<file path="src/sv/rmg_pkg.sv">
`timescale 1ns / 1ps
package rmg_pkg;

    localparam int ATAN_LEN = 24;
    localparam int AW = 35;
    localparam int XW = 33;

    localparam logic signed [AW-1:0] PI_Q30      = 35'sd3373259426;
    localparam logic signed [AW-1:0] HALF_PI_Q30 = 35'sd1686629713;
    localparam logic signed [AW-1:0] TWO_PI_Q30  = 35'sd6746518852;
    localparam logic signed [XW-1:0] GAIN_Q30    = 33'sd652032874;
    localparam logic signed [16:0]   ONE_Q14     = 17'sd16384;

    localparam logic FUNC_AXIS  = 1'b0;
    localparam logic FUNC_EULER = 1'b1;

    typedef logic signed [15:0] t_q14;

    typedef logic signed [XW-1:0] t_cval;
    typedef logic signed [AW-1:0] t_aval;

    function automatic t_aval atan_q30(input logic [4:0] idx);
        case (idx)
            5'd0:  atan_q30 = 35'sd843314856;
            5'd1:  atan_q30 = 35'sd497837829;
            5'd2:  atan_q30 = 35'sd263043836;
            5'd3:  atan_q30 = 35'sd133525158;
            5'd4:  atan_q30 = 35'sd67021686;
            5'd5:  atan_q30 = 35'sd33543515;
            5'd6:  atan_q30 = 35'sd16775850;
            5'd7:  atan_q30 = 35'sd8388437;
            5'd8:  atan_q30 = 35'sd4194282;
            5'd9:  atan_q30 = 35'sd2097149;
            5'd10: atan_q30 = 35'sd1048575;
            5'd11: atan_q30 = 35'sd524287;
            5'd12: atan_q30 = 35'sd262143;
            5'd13: atan_q30 = 35'sd131071;
            5'd14: atan_q30 = 35'sd65535;
            5'd15: atan_q30 = 35'sd32767;
            5'd16: atan_q30 = 35'sd16383;
            5'd17: atan_q30 = 35'sd8191;
            5'd18: atan_q30 = 35'sd4095;
            5'd19: atan_q30 = 35'sd2047;
            5'd20: atan_q30 = 35'sd1023;
            5'd21: atan_q30 = 35'sd511;
            5'd22: atan_q30 = 35'sd255;
            5'd23: atan_q30 = 35'sd127;
            default: atan_q30 = 35'sd0;
        endcase
    endfunction

    // Rounds a Q.42 sum to Q.14 and clamps it to plus or minus one.
    function automatic t_q14 finish(input logic signed [47:0] v);
        logic signed [47:0] r;
        r = (v + 48'sd134217728) >>> 28;
        if (r > 48'sd16384) begin
            finish = 16'sd16384;
        end else if (r < -48'sd16384) begin
            finish = -16'sd16384;
        end else begin
            finish = r[15:0];
        end
    endfunction

endpackage

</file>
<file path="src/sv/rmg_sincos.sv">
`timescale 1ns / 1ps
module rmg_sincos #(
    parameter int CORDIC_STEPS = 16
) (
    input  logic        i_clk,
    input  logic        i_en,
    input  logic signed [15:0] i_theta,
    output logic signed [15:0] o_cos,
    output logic signed [15:0] o_sin
);

    localparam int N = (CORDIC_STEPS < rmg_pkg::ATAN_LEN) ? CORDIC_STEPS : rmg_pkg::ATAN_LEN;

    rmg_pkg::t_cval r_x [N+1];
    rmg_pkg::t_cval r_y [N+1];
    rmg_pkg::t_aval r_a [N+1];
    logic           r_neg [N+1];
    rmg_pkg::t_aval n_a0;
    logic           n_neg0;

    always_comb begin
        rmg_pkg::t_aval a;
        a = rmg_pkg::t_aval'(i_theta) <<< 18;
        n_neg0 = 1'b0;
        if (a > rmg_pkg::PI_Q30) a = a - rmg_pkg::TWO_PI_Q30;
        if (a < -rmg_pkg::PI_Q30) a = a + rmg_pkg::TWO_PI_Q30;
        if (a > rmg_pkg::HALF_PI_Q30) begin
            a = rmg_pkg::PI_Q30 - a;
            n_neg0 = 1'b1;
        end else if (a < -rmg_pkg::HALF_PI_Q30) begin
            a = -rmg_pkg::PI_Q30 - a;
            n_neg0 = 1'b1;
        end
        n_a0 = a;
    end

    always_ff @(posedge i_clk) begin
        if (i_en) begin
            r_x[0]   <= rmg_pkg::GAIN_Q30;
            r_y[0]   <= '0;
            r_a[0]   <= n_a0;
            r_neg[0] <= n_neg0;
        end
    end

    // One micro-rotation per pipeline stage.
    for (genvar i = 0; i < N; i++) begin : g_step
        always_ff @(posedge i_clk) begin
            if (i_en) begin
                if (!r_a[i][rmg_pkg::AW-1]) begin
                    r_x[i+1] <= r_x[i] - (r_y[i] >>> i);
                    r_y[i+1] <= r_y[i] + (r_x[i] >>> i);
                    r_a[i+1] <= r_a[i] - rmg_pkg::atan_q30(5'(i));
                end else begin
                    r_x[i+1] <= r_x[i] + (r_y[i] >>> i);
                    r_y[i+1] <= r_y[i] - (r_x[i] >>> i);
                    r_a[i+1] <= r_a[i] + rmg_pkg::atan_q30(5'(i));
                end
                r_neg[i+1] <= r_neg[i];
            end
        end
    end

    always_ff @(posedge i_clk) begin
        rmg_pkg::t_cval xf;
        if (i_en) begin
            xf = r_neg[N] ? -r_x[N] : r_x[N];
            o_cos <= 16'((xf + 33'sd32768) >>> 16);
            o_sin <= 16'((r_y[N] + 33'sd32768) >>> 16);
        end
    end

endmodule

</file>
<file path="config.mk">
export PLATFORM = sky130hd
export DESIGN_NAME = rmg_sincos
export DESIGN_NICKNAME = d
export VERILOG_FILES = /design/src/sv/rmg_pkg.sv /design/src/sv/rmg_sincos.sv
export SDC_FILE = /design/constraint.sdc
export NUM_CORES = 2
export LEC_CHECK = 0
export BUFFER_PORTS_ARGS = -buffer_cell sky130_fd_sc_hd__buf_2
export CELL_PAD_IN_SITES_DETAIL_PLACEMENT = 1
export CELL_PAD_IN_SITES_GLOBAL_PLACEMENT = 2
export CORE_UTILIZATION = 46
export DETAILED_ROUTE_END_ITERATION = 10
export GPL_TIMING_DRIVEN = 0
export PLACE_DENSITY_LB_ADDON = 0.1
export SYNTH_ARGS = -nofsm -noshare
export SYNTH_HDL_FRONTEND = slang
export SYNTH_SLANG_ARGS = --single-unit
</file>
<file path="constraint.sdc">
create_clock -name i_clk -period 19.3 [get_ports i_clk]
set_input_delay 2.895 -clock i_clk [delete_from_list [all_inputs] [get_ports i_clk]]
set_output_delay 2.895 -clock i_clk [all_outputs]
set_load 0.02 [all_outputs]
</file>
* Word level (Yosys, flattened, before mapping)
Memory sizes are Yosys's and may differ from the RTL's. Cells that the tools add are included.
Storage, ports and cells: bits in writable memories 1734, output and inout bits 32, input bits 18, logic and storage cells 313, flip-flop bits (word level) 32, memories kept 4
Memory list:
- r_a | depth 17, width 35, rd ports 16, clocked after Yosys merged registers in 0, wr ports 17, RTL line rmg_sincos.sv:16 | rmg_pkg::t_aval r_a [N+1];
- r_x | depth 17, width 33, rd ports 17, clocked after Yosys merged registers in 0, wr ports 17, RTL line rmg_sincos.sv:14 | rmg_pkg::t_cval r_x [N+1];
- r_y | depth 17, width 33, rd ports 17, clocked after Yosys merged registers in 0, wr ports 17, RTL line rmg_sincos.sv:15 | rmg_pkg::t_cval r_y [N+1];
- r_neg | depth 17, width 1, rd ports 17, clocked after Yosys merged registers in 0, wr ports 17, RTL line rmg_sincos.sv:17 | logic r_neg [N+1];
Cells by class: mux-type cells 153, bitwise logic cells 48, magnitude comparators 4, $add $sub $neg 102
Operator list (number):
- 33-bit 2-to-1 mux | 32
- 35-bit 2-to-1 mux | 20
- 1-bit 2-to-1 mux | 100
- 33-bit by 35-bit subtractor with 35-bit output (first input constant) | 2
- 33-bit by 18-bit adder with 33-bit output | 2
- 33-bit by 19-bit adder with 33-bit output | 2
- 33-bit by 20-bit adder with 33-bit output | 2
- 33-bit by 21-bit adder with 33-bit output | 2
- 33-bit by 22-bit adder with 33-bit output | 2
- 33-bit by 23-bit adder with 33-bit output | 2
- 33-bit by 24-bit adder with 33-bit output | 2
- 33-bit by 25-bit adder with 33-bit output | 2
- 33-bit by 26-bit adder with 33-bit output | 2
- 33-bit by 27-bit adder with 33-bit output | 2
- 33-bit by 28-bit adder with 33-bit output | 2
- 33-bit by 29-bit adder with 33-bit output | 2
- 33-bit by 30-bit adder with 33-bit output | 2
- 33-bit by 31-bit adder with 33-bit output | 2
- 33-bit by 32-bit adder with 33-bit output | 2
- 33-bit by 18-bit subtractor with 33-bit output | 2
- 33-bit by 19-bit subtractor with 33-bit output | 2
- 33-bit by 20-bit subtractor with 33-bit output | 2
- 33-bit by 21-bit subtractor with 33-bit output | 2
- 33-bit by 22-bit subtractor with 33-bit output | 2
- 54 further kinds | 113

* Logic depth before layout (Yosys ltp)
word-level depth 7, depth in mapped cells 24, mapped depth without buffers 22

* Least setup slack after synthesis
Ideal clock, no wire load.
kind input to register, from input i_en, to memory r_x[6][32] in the netlist's numbering, data pin, stages on the path 22, library setup time 0.260 ns, path buffers 4, setup slack 11.111 ns, arrival time 7.930 ns, data required time 19.040 ns, cells stage by stage clkbuf_1 clkbuf_1 nand2_1 inv_1 clkbuf_1 clkbuf_1 nor2_1 xor2_1 ha_1 a21o_1 a21oi_1 o21bai_1 a2111oi_0 nor4b_1 o2111ai_1 a31oi_1 o31ai_1 a2111oi_0 nor3_1 o311ai_0 a21oi_1 xnor2_1
RTL lines:
- from (decl) | RTL line rmg_sincos.sv:6 | input logic i_en,
- to (decl) | RTL line rmg_sincos.sv:14

==> results.md <==
* Critical path buffer and inverter count at 8
* Post-DP HPWL at ~300 mm
* Mapped Cells at 13171
* Slew Limit Fails at 0
* Max Cap Viol at 0
* Synth cell types at around 100
* 1st-pass router iterations at 7
* Synthesis Warnings at 0
* Register area at between 0.04 and 0.05 sq mm
* I/O pin cnt at 50
* Die height at 525 um
* Final net count at around 15000
* Via Count at ~100k
* Clock sink total at 1502
* Final hold violations at 0
* Tcrit/Tclk final at a little under three fifths
* Area share of the largest cell type after synthesis at 35.9%
* CP max stage cell: a2111oi_0
* Crit path max fanout at 42
* CTS H-tree lvls at 4
* Asr flop ratio synth at 0%
* Tot GR Track Use at between 20% and 30%
* First-pass GRT wire length at roughly 590 mm
* Core outline area at ~0.27 sq mm
* Element type at the critical path end: flip-flop
* Post-route ant nets at 0
* Clk_skew at approximately 0.042 ns
* Crit path kind: in -> reg
* Synth Cell Area at between 0.1 and 0.15 sq mm
* Endpoints failing setup at 0
* Layout area overhead at 9.19%
* Vias in the first global route at 105165
* Routed WL at approximately 380 mm
* WL per Instance at between 20 and 25 um
* Num CTS Buffers at approximately 190
* Clk_lat worst skew at slightly below 0.9 ns
* Site Rows at ~190
* Setup slack after layout at approximately 8.6 ns
* TritonCTS clock tree: done
* Delay-heaviest family, CP: buffers and inverters
* Yosys reg bits at between 1500 and 2000
* GRT overflow at 0
* Leading area contributor after synthesis: edfxtp_1
* Die footprint at between 0.2 and 0.3 sq mm
* Setup WS pre-CTS at 7.71 ns
* Clock-pin slew on the worst setup and hold paths at approximately 0.06 ns
* Post-route setup TNS at 0 ns
* Synth top area cells: edfxtp_1, ha_1, xnor2_1
* Crit path time final at roughly 11 ns
* Largest net degree at the start of global routing at between 70 and 80
* Initial antenna violation count at 10
* Drt drc at 0
* Proportion of layout cells with a drive suffix above 1 at under 10%
* Top_reg_cell synth: edfxtp_1
* Port buffer count at 43
* Hold_buf cts at 0
* Post-CTS Setup Bufs at 0
* Worst slew pin tran at ~1.1 ns
* RSZ-0062 raised after global routing: no
* CP Data Required Time at roughly 20 ns
* Footprint of the multi-input gates at 0.0780 sq mm
* Clock buffer depth at 4
* Post_cts resized at 0
* GP Congestion at just over 0.9
* Drt via density at roughly 5.9
* Syn nets at 14655
* CTS Root Buffer Type: clkbuf_16
* Seq/Total Area, Yosys at a little over a third
* Mapped Avg Cell Area at 9.55 sq um
* Max incr delay on CP at 0.68 ns
* Die width at 525 um
* Max_slew headroom at 24.3%
* Fmax at roughly 94 MHz
* Starting density of the core at between 40% and 50%
* Filler instances at between 30000 and 40000
* Critical path startpoint category: input port
* HP Class: reg -> reg
* Status: completed
* Drt initial violations at approximately 5500
* Post-synth EDFFs at around 1500
* Crit path DAT at around 11 ns
[metal layers]
metal	vias up	part of all wire [%]	global-route usage (%)
li1	49451	-	-
met1	49834	45	34.3
met2	1377	49	47.5
met3	444	3.1	2.52
met4	0	2.8	7.30
met5	-	0	0
[registers in the layout, summed over array words and instances (netlist names)]
name,count
r_x,469
r_a,504
o_sin,16
o_cos,16
r_neg,17
r_y,480
[worst reg2reg max path, stage by stage (launching register included)]
cell       delay, ns
edfxtp_1        0.77
nand2_1         0.21
inv_1           0.23
clkbuf_1        0.44
clkbuf_2        0.69
nor2_1          0.12
xor2_1          0.18
ha_1            0.33
a21o_1          0.20
a21oi_1         0.22
o21bai_1        0.13
a2111oi_0       0.66
nor4b_1         0.22
o2111ai_1       0.35
a31oi_1         0.18
o31ai_1         0.55
a2111oi_0       0.29
nor3_1          0.46
o311ai_0        0.30
a21oi_1         0.27
xnor2_1         0.15
[layout by cell type, fill, tap and decap left out, types with 56 or more instances in the layout]
master     netlist  final
o31ai_1        146    146
nor2b_1        228    228
nand2b_1       237    237
o211ai_1        62     62
clkbuf_16        0    191
xor2_1         641    641
buf_2            4     56
a31oi_1        117    117
clkbuf_1       144    138
or2_2           59     59
nor4_1          98     98
nand4_1         64     64
and3_1         137    137
nand3_1        299    299
a21oi_1       1230   1230
and2_1         109    109
ha_1          1424   1424
edfxtp_1      1502   1502
xnor2_1       1181   1181
nor3_1         430    430
nand2_1        783    782
o21a_1         286    286
a211oi_1       114    114
mux2i_1         56     56
nor2_1        1187   1187
or3_1          133    133
o21ai_0        688    688
o21bai_1        86     86
a21o_1         398    398
inv_1          489    489
[worst paths after layout]
path	cells after the start	from	to	slack, ns
min	0	r_neg[3]$_DFFE_PP_	r_neg[4]$_DFFE_PP_	0.42
max	25	i_en	r_x[6][32]$_DFFE_PP_	8.63
max reg2reg	20	r_a[14][34]$_DFFE_PP_	r_x[15][32]$_DFFE_PP_	12.07
min reg2reg	0	r_neg[3]$_DFFE_PP_	r_neg[4]$_DFFE_PP_	0.42
[metrics by stage]
stage	utilization [%]	cell area, sq um	instances	hold WS, ns
after floorplan	-	126000	13171	0.400
after global placement	48.1	130000	16784	0.401
after detailed placement	48.3	131000	16807	0.408
after CTS	50.6	137000	17148	0.422
after global routing	50.6	137000	17149	0.436
final	50.6	137000	17149	0.420
[logic make-up after synthesis]
logic type / count (synthesis) / share of synthesized area [%]
adders and majority gates: 1467 / 14.8
AOI/OAI and AO/OA: 3664 / 18.5
and+or+nand+nor: 3936 / 15.2
DFF: 1502 / 35.9
buffers and inverters: 687 / 2.09
muxes: 93 / 0.777
xor gates and xnor gates: 1822 / 12.7
[cells in the mapped netlist, types with 49 or more instances]
| cell | count |
|---|---|
| nand2_1 | 783 |
| a21o_1 | 398 |
| and3_1 | 137 |
| o21ai_0 | 688 |
| o31ai_1 | 146 |
| clkbuf_1 | 144 |
| ha_1 | 1424 |
| a31oi_1 | 117 |
| xor2_1 | 641 |
| nor4_1 | 98 |
| nand4_1 | 64 |
| edfxtp_1 | 1502 |
| or2_2 | 59 |
| nor3_1 | 430 |
| nor2b_1 | 228 |
| a21oi_1 | 1230 |
| or3_1 | 133 |
| and2_1 | 109 |
| xnor2_1 | 1181 |
| o211ai_1 | 62 |
| nand3_1 | 299 |
| a211oi_1 | 114 |
| mux2i_1 | 56 |
| nand2b_1 | 237 |
| o21bai_1 | 86 |
| inv_1 | 489 |
| nor2_1 | 1187 |
| o41ai_1 | 49 |
| o21a_1 | 286 |
[layout make-up]
class	instances	share of cell area, %
diodes	1	0.00182
plain buffers	188	0.612
clock buffers	217	3.55
clock inverters	124	0.961
inverters	499	1.36
multi-input cells	10982	56.8
flip-flops and latches	1502	32.9
well taps	3570	3.25
repair buffers	66	0.581
Power is left out: the tool's default activity adds up to more than one toggle a clock period on the data nets, which glitch-free logic cannot reach.
